`src/rtl/fbd_pkg.sv`:
```
// Package for the forgiving base64 decoder.
// Holds the character classes, queue records, register map and alphabet lookup.
// No dependencies.
`timescale 1ns / 1ps
`default_nettype none

package fbd_pkg;

    localparam int CHAR_W      = 8;
    localparam int SEXTET_W    = 6;
    localparam int DATA_W      = 32;
    localparam int ADDR_W      = 2;
    localparam int MID_DEPTH_D = 2;
    localparam int OUT_DEPTH_D = 2;

    localparam logic [ADDR_W-1:0] REG_URL_ALPHABET = 2'd0;

    localparam logic [CHAR_W-1:0] CH_PAD   = 8'h3D;
    localparam logic [CHAR_W-1:0] CH_TAB   = 8'h09;
    localparam logic [CHAR_W-1:0] CH_LF    = 8'h0A;
    localparam logic [CHAR_W-1:0] CH_FF    = 8'h0C;
    localparam logic [CHAR_W-1:0] CH_CR    = 8'h0D;
    localparam logic [CHAR_W-1:0] CH_SPACE = 8'h20;

    typedef enum logic [1:0] {
        CLS_BLANK = 2'd0,
        CLS_PAD   = 2'd1,
        CLS_DATA  = 2'd2,
        CLS_BAD   = 2'd3
    } char_class_t;

    typedef struct packed {
        char_class_t          cls;
        logic [SEXTET_W-1:0]  sextet;
        logic                 last;
    } class_item_t;

    typedef struct packed {
        logic [CHAR_W-1:0] byte_out;
        logic              byte_valid;
        logic              done_res;
        logic              decode_error;
    } result_t;

    typedef struct packed {
        logic empty;
        logic full;
    } queue_status_t;

    localparam int CLASS_ITEM_W = $bits(class_item_t);
    localparam int RESULT_W     = $bits(result_t);

    // Map one character to its class and sextet value.
    function automatic class_item_t classify(input logic [CHAR_W-1:0] c, input logic url,
                                             input logic last);
        class_item_t r;
        r.cls    = CLS_BAD;
        r.sextet = '0;
        r.last   = last;
        if (c == CH_TAB || c == CH_LF || c == CH_FF || c == CH_CR || c == CH_SPACE) begin
            r.cls = CLS_BLANK;
        end else if (c == CH_PAD) begin
            r.cls = CLS_PAD;
        end else if (c >= 8'h41 && c <= 8'h5A) begin
            r.cls    = CLS_DATA;
            r.sextet = SEXTET_W'(c - 8'h41);
        end else if (c >= 8'h61 && c <= 8'h7A) begin
            r.cls    = CLS_DATA;
            r.sextet = SEXTET_W'(c - 8'h61 + 8'd26);
        end else if (c >= 8'h30 && c <= 8'h39) begin
            r.cls    = CLS_DATA;
            r.sextet = SEXTET_W'(c - 8'h30 + 8'd52);
        end else if ((!url && c == 8'h2B) || (url && c == 8'h2D)) begin
            r.cls    = CLS_DATA;
            r.sextet = 6'd62;
        end else if ((!url && c == 8'h2F) || (url && c == 8'h5F)) begin
            r.cls    = CLS_DATA;
            r.sextet = 6'd63;
        end
        return r;
    endfunction

endpackage

`default_nettype wire

```
`src/rtl/fbd_fifo.sv`:
```
// Small first-in first-out queue built from flip-flops.
// Used between front and back, and as the result queue. Depends on fbd_pkg.
`timescale 1ns / 1ps
`default_nettype none

module fbd_fifo #(
    parameter int WIDTH = 8,
    parameter int DEPTH = 2
) (
    input  wire logic                 clk,
    input  wire logic                 rst_n,
    input  wire logic                 wr_en,
    input  wire logic [WIDTH-1:0]     wr_data,
    input  wire logic                 rd_en,
    output logic [WIDTH-1:0]          rd_data,
    output fbd_pkg::queue_status_t    status
);
    import fbd_pkg::*;

    localparam int PTR_W = (DEPTH > 1) ? $clog2(DEPTH) : 1;
    localparam int CNT_W = $clog2(DEPTH + 1);
    localparam logic [CNT_W-1:0] DEPTH_C = CNT_W'(DEPTH);
    localparam logic [PTR_W-1:0] LAST_C  = PTR_W'(DEPTH - 1);

    logic [WIDTH-1:0] mem_reg [DEPTH];
    logic [PTR_W-1:0] wr_ptr_reg, wr_ptr_next;
    logic [PTR_W-1:0] rd_ptr_reg, rd_ptr_next;
    logic [CNT_W-1:0] count_reg, count_next;
    logic             do_wr, do_rd;

    assign status.empty = (count_reg == '0);
    assign status.full  = (count_reg == DEPTH_C);
    assign do_wr        = wr_en && !status.full;
    assign do_rd        = rd_en && !status.empty;
    assign rd_data      = mem_reg[rd_ptr_reg];

    always_comb
    begin
        wr_ptr_next = wr_ptr_reg;
        rd_ptr_next = rd_ptr_reg;
        count_next  = count_reg;
        if (do_wr)
        begin
            wr_ptr_next = (wr_ptr_reg == LAST_C) ? '0 : wr_ptr_reg + 1'b1;
        end
        if (do_rd)
        begin
            rd_ptr_next = (rd_ptr_reg == LAST_C) ? '0 : rd_ptr_reg + 1'b1;
        end
        if (do_wr && !do_rd)
        begin
            count_next = count_reg + 1'b1;
        end else if (do_rd && !do_wr)
        begin
            count_next = count_reg - 1'b1;
        end
    end

    always_ff @(posedge clk or negedge rst_n)
    begin
        if (!rst_n)
        begin
            wr_ptr_reg <= '0;
            rd_ptr_reg <= '0;
            count_reg  <= '0;
        end else
        begin
            wr_ptr_reg <= wr_ptr_next;
            rd_ptr_reg <= rd_ptr_next;
            count_reg  <= count_next;
        end
    end

    always_ff @(posedge clk)
    begin
        if (do_wr)
        begin
            mem_reg[wr_ptr_reg] <= wr_data;
        end
    end

    a_count_bound: assert property (@(posedge clk) disable iff (!rst_n)
        count_reg <= DEPTH_C)
        else $error("queue count beyond depth");

    a_count_step: assert property (@(posedge clk) disable iff (!rst_n)
        (do_wr && !do_rd) |=> (count_reg == $past(count_reg) + 1'b1))
        else $error("queue count missed a write");

    a_ptr_gap: assert property (@(posedge clk) disable iff (!rst_n)
        (status.empty || status.full) |-> (wr_ptr_reg == rd_ptr_reg))
        else $error("queue pointers disagree with count");

endmodule

`default_nettype wire

```
`src/rtl/fbd_front.sv`:
```
// Front part: configuration register and character classification.
// Feeds classified characters into the middle queue. Depends on fbd_pkg.
`timescale 1ns / 1ps
`default_nettype none

module fbd_front (
    input  wire logic                          clk,
    input  wire logic                          rst_n,
    input  wire logic                          psel,
    input  wire logic                          penable,
    input  wire logic                          pwrite,
    input  wire logic [fbd_pkg::ADDR_W-1:0]    paddr,
    input  wire logic [fbd_pkg::DATA_W-1:0]    pwdata,
    output logic [fbd_pkg::DATA_W-1:0]         prdata,
    output logic                               pready,
    input  wire logic [fbd_pkg::CHAR_W-1:0]    char_in,
    input  wire logic                          end_of_text,
    output fbd_pkg::class_item_t               item
);
    import fbd_pkg::*;

    logic url_alphabet_reg, url_alphabet_next;
    logic cfg_wr;

    assign pready = 1'b1;
    assign cfg_wr = psel && penable && pwrite && pready;

    always_comb
    begin
        url_alphabet_next = url_alphabet_reg;
        if (cfg_wr && paddr == REG_URL_ALPHABET)
        begin
            url_alphabet_next = pwdata[0];
        end
    end

    always_ff @(posedge clk or negedge rst_n)
    begin
        if (!rst_n)
        begin
            url_alphabet_reg <= 1'b0;
        end else
        begin
            url_alphabet_reg <= url_alphabet_next;
        end
    end

    assign prdata = (paddr == REG_URL_ALPHABET) ? {{(DATA_W-1){1'b0}}, url_alphabet_reg} : '0;
    assign item   = classify(char_in, url_alphabet_reg, end_of_text);

endmodule

`default_nettype wire

```
`src/rtl/fbd_back.sv`:
```
// Back part: group position, pending bits and padding state; builds result records.
// Reads classified characters from the middle queue. Depends on fbd_pkg.
`timescale 1ns / 1ps
`default_nettype none

module fbd_back (
    input  wire logic                    clk,
    input  wire logic                    rst_n,
    input  wire fbd_pkg::class_item_t    item,
    input  wire fbd_pkg::queue_status_t  mid_status,
    input  wire fbd_pkg::queue_status_t  out_status,
    output logic                         item_pop,
    output logic                         res_push,
    output fbd_pkg::result_t             res
);
    import fbd_pkg::*;

    logic [1:0]          group_reg, group_next;
    logic [SEXTET_W-1:0] pend_reg, pend_next;
    logic [1:0]          pad_reg, pad_next;
    logic                err_reg, err_next;
    logic                fire;
    logic                have_byte;
    logic [CHAR_W-1:0]   byte_val;
    logic                end_err;

    assign fire     = !mid_status.empty && !out_status.full;
    assign item_pop = fire;

    always_comb
    begin
        group_next = group_reg;
        pend_next  = pend_reg;
        pad_next   = pad_reg;
        err_next   = err_reg;
        have_byte  = 1'b0;
        byte_val   = '0;
        unique case (item.cls)
            CLS_BLANK:
            begin
            end
            CLS_PAD:
            begin
                if (pad_reg != 2'd3)
                begin
                    pad_next = pad_reg + 2'd1;
                end
            end
            CLS_DATA:
            begin
                if (pad_reg != 2'd0)
                begin
                    err_next = 1'b1;
                end else
                begin
                    case (group_reg)
                        2'd0:
                        begin
                            pend_next = item.sextet;
                        end
                        2'd1:
                        begin
                            byte_val  = {pend_reg, item.sextet[5:4]};
                            pend_next = {2'b00, item.sextet[3:0]};
                            have_byte = 1'b1;
                        end
                        2'd2:
                        begin
                            byte_val  = {pend_reg[3:0], item.sextet[5:2]};
                            pend_next = {4'b0000, item.sextet[1:0]};
                            have_byte = 1'b1;
                        end
                        default:
                        begin
                            byte_val  = {pend_reg[1:0], item.sextet};
                            pend_next = '0;
                            have_byte = 1'b1;
                        end
                    endcase
                    group_next = group_reg + 2'd1;
                    // drop bytes once the text is known bad
                    if (err_reg)
                    begin
                        have_byte = 1'b0;
                    end
                end
            end
            default:
            begin
                err_next = 1'b1;
            end
        endcase

        end_err = err_next
               || (pad_next == 2'd0 && group_next == 2'd1)
               || (pad_next == 2'd1 && group_next != 2'd3)
               || (pad_next == 2'd2 && group_next != 2'd2)
               || (pad_next == 2'd3);

        res.byte_out     = have_byte ? byte_val : '0;
        res.byte_valid   = have_byte;
        res.done_res     = item.last;
        res.decode_error = item.last && end_err;

        if (item.last)
        begin
            group_next = '0;
            pend_next  = '0;
            pad_next   = '0;
            err_next   = 1'b0;
        end
    end

    assign res_push = fire && (have_byte || item.last);

    always_ff @(posedge clk or negedge rst_n)
    begin
        if (!rst_n)
        begin
            group_reg <= '0;
            pend_reg  <= '0;
            pad_reg   <= '0;
            err_reg   <= 1'b0;
        end else if (fire)
        begin
            group_reg <= group_next;
            pend_reg  <= pend_next;
            pad_reg   <= pad_next;
            err_reg   <= err_next;
        end
    end

    a_clear_after_end: assert property (@(posedge clk) disable iff (!rst_n)
        (fire && item.last) |=> (group_reg == 2'd0 && pad_reg == 2'd0 && !err_reg))
        else $error("text state not cleared after final character");

    a_no_byte_after_err: assert property (@(posedge clk) disable iff (!rst_n)
        (fire && err_reg) |-> !res.byte_valid)
        else $error("byte emitted after error");

    a_pad_blocks_data: assert property (@(posedge clk) disable iff (!rst_n)
        (fire && pad_reg != 2'd0 && !item.last) |=> $stable(group_reg))
        else $error("group advanced after padding");

endmodule

`default_nettype wire

```
`src/rtl/forgiving_base64_decoder_unit.sv`:
```
// Top level of the forgiving base64 decoder: front, middle queue, back, result queue.
// Depends on fbd_pkg, fbd_front, fbd_fifo and fbd_back.
//
// Usage:
//   Characters enter on the push/full side, one per transfer: char_in plus end_of_text
//   on the final character of a text. Whitespace is skipped, '=' counts as padding.
//   Results leave on the empty/pop side. A result carries a decoded byte (byte_valid),
//   the end-of-text mark (done_res) with the sticky decode_error, or both.
//   Bytes stream out as they complete; on decode_error the consumer drops the text.
//   url_alphabet at byte address 0 of the APB port picks the '-' '_' alphabet; write
//   it only while the block is idle.
// Timing:
//   One character per clock sustained while the receiver keeps popping. A result is
//   visible on the result ports after passing through a two-entry middle queue and a
//   two-entry result queue, each a single register stage.
//   When the receiver stops popping, the result queue fills, the back part holds and
//   the middle queue fills, then full rises; nothing is lost.
// Reset:
//   rst_n clears both queues, the text state and url_alphabet; no clearing pass.
`timescale 1ns / 1ps
`default_nettype none

module forgiving_base64_decoder_unit #(
    parameter int MID_DEPTH = fbd_pkg::MID_DEPTH_D,
    parameter int OUT_DEPTH = fbd_pkg::OUT_DEPTH_D
) (
    input  wire logic                          clk,
    input  wire logic                          rst_n,
    input  wire logic                          psel,
    input  wire logic                          penable,
    input  wire logic                          pwrite,
    input  wire logic [fbd_pkg::ADDR_W-1:0]    paddr,
    input  wire logic [fbd_pkg::DATA_W-1:0]    pwdata,
    output logic [fbd_pkg::DATA_W-1:0]         prdata,
    output logic                               pready,
    input  wire logic                          push,
    output logic                               full,
    input  wire logic [fbd_pkg::CHAR_W-1:0]    char_in,
    input  wire logic                          end_of_text,
    output logic                               empty,
    input  wire logic                          pop,
    output logic [fbd_pkg::CHAR_W-1:0]         byte_out,
    output logic                               byte_valid,
    output logic                               done_res,
    output logic                               decode_error
);
    import fbd_pkg::*;

    class_item_t   front_item;
    class_item_t   mid_item;
    logic [CLASS_ITEM_W-1:0] mid_rd_bits;
    queue_status_t mid_status;
    queue_status_t out_status;
    logic          item_pop;
    logic          res_push;
    result_t       back_res;
    result_t       out_res;
    logic [RESULT_W-1:0] out_rd_bits;

    fbd_front u_front (
        .clk         (clk),
        .rst_n       (rst_n),
        .psel        (psel),
        .penable     (penable),
        .pwrite      (pwrite),
        .paddr       (paddr),
        .pwdata      (pwdata),
        .prdata      (prdata),
        .pready      (pready),
        .char_in     (char_in),
        .end_of_text (end_of_text),
        .item        (front_item)
    );

    fbd_fifo #(
        .WIDTH (CLASS_ITEM_W),
        .DEPTH (MID_DEPTH)
    ) u_mid_q (
        .clk     (clk),
        .rst_n   (rst_n),
        .wr_en   (push),
        .wr_data (front_item),
        .rd_en   (item_pop),
        .rd_data (mid_rd_bits),
        .status  (mid_status)
    );

    assign mid_item = class_item_t'(mid_rd_bits);
    assign full     = mid_status.full;

    fbd_back u_back (
        .clk        (clk),
        .rst_n      (rst_n),
        .item       (mid_item),
        .mid_status (mid_status),
        .out_status (out_status),
        .item_pop   (item_pop),
        .res_push   (res_push),
        .res        (back_res)
    );

    fbd_fifo #(
        .WIDTH (RESULT_W),
        .DEPTH (OUT_DEPTH)
    ) u_out_q (
        .clk     (clk),
        .rst_n   (rst_n),
        .wr_en   (res_push),
        .wr_data (back_res),
        .rd_en   (pop),
        .rd_data (out_rd_bits),
        .status  (out_status)
    );

    assign out_res      = result_t'(out_rd_bits);
    assign empty        = out_status.empty;
    assign byte_out     = out_res.byte_out;
    assign byte_valid   = out_res.byte_valid;
    assign done_res     = out_res.done_res;
    assign decode_error = out_res.decode_error;

endmodule

`default_nettype wire
```
`config.mk`:
```
export PLATFORM = sky130hd
export DESIGN_NAME = forgiving_base64_decoder_unit
export DESIGN_NICKNAME = d
export VERILOG_FILES = /design/src/rtl/fbd_pkg.sv /design/src/rtl/fbd_fifo.sv /design/src/rtl/fbd_front.sv /design/src/rtl/fbd_back.sv /design/src/rtl/forgiving_base64_decoder_unit.sv
export SDC_FILE = /design/constraint.sdc
export NUM_CORES = 1
export LEC_CHECK = 0
export BUFFER_PORTS_ARGS = -buffer_cell sky130_fd_sc_hd__buf_2
export CORE_ASPECT_RATIO = 2
export CORE_MARGIN = 1.5
export CORE_UTILIZATION = 41
export DETAILED_ROUTE_END_ITERATION = 16
export PLACE_DENSITY = 0.7
export SLEW_MARGIN = 20
export SYNTH_ARGS = -nofsm -noshare
export SYNTH_HDL_FRONTEND = slang
export SYNTH_SLANG_ARGS = --single-unit
```
`constraint.sdc`:
```
create_clock -name clk -period 7.2 [get_ports clk]
set_input_delay 1.44 -clock clk [delete_from_list [all_inputs] [get_ports clk]]
set_output_delay 1.44 -clock clk [all_outputs]
set_load 0.05 [all_outputs]
```
==> results.tsv <==
stage	metric	value	unit
route	Vias	2395	
worst_setup_path	worst-path maximum fanout	2	
place	dpl hpwl	5.17	mm
timing	Pins Over Slew Limit	0	
grt	largest net degree at the start of global routing	21	
synth	Mapped Cells	325	
synth	commonest cells in the netlist	40 x edfxtp_1, 34 x buf_4, 22 x inv_1	
final_layout	share of cells above drive strength 1	0.197	
synth	xor/xnor cell area share of the yosys netlist	0.0416	
final_layout	Area Growth Syn to Fin	11.1	%
timing	Final Skew	4.97	ps
route	Iteration-0 DRC Markers	150	
final_layout	utilization after layout	0.466	
synth	synthesized cell area	3580	um2
worst_setup_path	Startpoint Class	primary input	
synth	simple-gate share of the synthesized area	0.108	
route	Avg WL per Cell	14.4	um
worst_setup_path	Req. time, crit path	5760	ps
worst_setup_path	CP Launch Point	paddr[1]	
cts	Setup Buffers After CTS	0	
grt	first-pass GRT wire length	11.1	mm
synth	Synth cell types	51	
synth	top area cells in the synthesized netlist	edfxtp_1 34%, dfrtp_1 14%, buf_4 7.1%	
cts	cts hold-fix bufs	0	
synth	main combinational cell family by area after synthesis	compound AO/OA/AOI/OAI gates	
cts	CTS Buf Count	9	
cts	clk sinks	60	
worst_setup_path	most used cell along the critical path	buf_2	
cts	Resize count post-CTS	0	
synth	async set-reset flop share out of synthesis	0.333	
cts	clock-pin slew on the worst setup and hold paths	50	ps
route	TritonRoute pass-1 iters	4	
timing	final worst setup slack	3690	ps
timing	Fmax achieved	285	MHz
synth	Yosys Warn Count	0	
route	drt drc	0	
run_status	status	finished clean	
power_and_ir_drop	sequential power share	0.350	
cts	clk buf depth	2	
die	Top-Level Pins	96	
timing	Fin. Hold Viols	0	
timing	Setup TNS	0	ps
route	Vias/cell	5.21	
die	core box area	8530	um2
synth	Syn Area/Cell	11.0	um2
min_path	Min-Delay Path Class	flip-flop to flip-flop	
route	Post-DRT Antenna Nets	0	
final_layout	fill cell total of the finished layout	820	
synth	post-synthesis mux area share	0.0766	
worst_setup_path	Worst R2R Setup Slack	4070	ps
grt	gr ovfl total	0	
run	max cap viols	0	
final_layout	Multi-input gate area	1610	um2
cts	Root Driver	clkbuf_16	
cts	CTS tree	yes	
die	die area	9330	um2
power_and_ir_drop	Internal Power	1020	uW
worst_setup_path	CP Capture Point	prdata[0]	
final_layout	final instance area	3980	um2
synth	Yosys top cell area share	0.336	
power_and_ir_drop	Psw	661	uW
timing	Hold Slack	501	ps
final_layout	Final nets	421	
cts	H-tree Lvls	3	
synth	Post-synth top flop	edfxtp_1	
power_and_ir_drop	Comb power frac	0.398	
worst_setup_path	reg2reg start	u_mid_q.rd_ptr_reg	
power_and_ir_drop	Clock power frac	0.252	
die	die height	135	um
grt	gr usage total	0.150	
route	final WL	6.60	mm
power_and_ir_drop	Sw Ratio	0.394	
power_and_ir_drop	VDD IR-drop max	0.156	mV
worst_setup_path	critical path arrival	2070	ps
timing	Period Utilization, post-route	0.488	
worst_setup_path	Worst path slowest cell	buf_2	
worst_setup_path	WS Path Type	primary input to output pin	
synth	register area share after synthesis	0.476	
cts	clk_lat worst skew	330	ps
die	Die Width	69.1	um
synth	post-synthesis compound-gate area fraction	0.134	
place	post-place instance area	3680	um2
worst_setup_path	r2r worst-path depth	5	
worst_setup_path	critical path endpoint category	output pin	
worst_setup_path	Worst path max stage delay	260	ps
synth	Synth Register Bits	60	
timing	slew margin rel.	0.361	
power_and_ir_drop	pwr dens	422	nW/um2
die	FP Rows	48	
synth	leading area contributor after synthesis	edfxtp_1	
timing	Setup-failing EPs final	0	
place	IO buf count	32	
synth	Post-synth EDFFs	40	
grt	initial antenna violation count	0	
final_layout	max FFs per register	22	
synth	Post-Synth Adder-Cell Area	0.0559	
worst_setup_path	CP cell instances	buf_2 -> nor2_1 -> and2_1 -> buf_2	
final_layout	# diodes	0	
power_and_ir_drop	Pleak	0.00166	uW
worst_setup_path	FF-to-FF End	u_out_q.mem_reg[0][9]	
synth	most frequent cell after synthesis	edfxtp_1	
timing	unrepaired setup endpoints after global routing	no	
timing	pin slew with the least headroom to its limit	956	ps
die	Initial Util	0.420	
place	Final GP Congestion	0.873	
grt	vias in the first global route	2477	
place	dpl ws	3550	ps
final_layout	Reg area	1700	um2
timing	crit path time final	3510	ps
cell type report:
cell class,count,area share
Clock inverter,1,0.00755
Clock buffer,15,0.0674
Timing Repair Buffer,32,0.0403
Sequential cell,60,0.428
Tap cell,100,0.0315
Inverter,22,0.0208
Multi-Input combinational cell,230,0.404
worst max-delay path, delay by kind of cell:
family	cells	cell delay (ps)
buffers and inverters	2	360
AND/OR/NAND/NOR	2	280
power by group through the flow:
stage	clock (uW)	sequential [uW]	combinational, uW
after floorplan	0	553	582
after global placement	0	584	649
after detailed placement	0	595	667
after CTS	431	589	671
after global routing	444	604	728
final	423	587	667
metrics by stage:
stage,power [uW],cells
5_1_grt,1770,460
3_5_place_dp,1260,444
2_1_floorplan,1140,355
3_3_place_gp,1230,444
6_report,1680,460
4_1_cts,1690,460
layer usage:
| metal | GRT usage | wire, um |
|---|---|---|
| met5 | 0 | 0 |
| met2 | 0.292 | 3870 |
| met3 | 0.0306 | 252 |
| met1 | 0.133 | 2240 |
| met4 | 0.106 | 242 |
cell usage in the layout, fill, tap and decap left out, types with 6 or more instances in the layout:
| cell type | synthesis | layout |
|---|---|---|
| edfxtp_1 | 40 | 40 |
| conb_1 | 2 | 32 |
| buf_2 | 2 | 32 |
| inv_1 | 22 | 22 |
| nor2_1 | 21 | 21 |
| dfrtp_1 | 20 | 20 |
| mux2_2 | 19 | 19 |
| ha_1 | 16 | 16 |
| o21ai_0 | 15 | 15 |
| a21oi_1 | 14 | 14 |
| nand2_1 | 12 | 12 |
| xnor2_1 | 11 | 11 |
| clkbuf_16 | 0 | 9 |
| a221oi_1 | 8 | 8 |
| mux2i_1 | 6 | 6 |
| a21o_1 | 6 | 6 |
| xor2_1 | 6 | 6 |
worst min path at each step:
stage / slack (ps) / cells past startpoint / start / end
2_1_floorplan: 460 / 1 / u_out_q.wr_ptr_reg / u_out_q.wr_ptr_reg
3_3_place_gp: 470 / 1 / u_out_q.wr_ptr_reg / u_out_q.wr_ptr_reg
3_5_place_dp: 490 / 1 / u_mid_q.count_reg[1] / u_mid_q.count_reg[1]
4_1_cts: 500 / 1 / u_mid_q.count_reg[1] / u_mid_q.count_reg[1]
5_1_grt: 530 / 1 / u_mid_q.count_reg[1] / u_mid_q.count_reg[1]
6_report: 500 / 1 / u_mid_q.count_reg[1] / u_mid_q.count_reg[1]
logic make-up after synthesis:
| family | count (synthesis) |
|---|---|
| fa+ha+maj | 16 |
| mux | 25 |
| xor+xnor | 17 |
| compound gates | 69 |
| simple gates | 71 |
| other cells | 2 |
| buf+inv | 65 |
| flops | 60 |
Power figures use the tool's default switching activity.
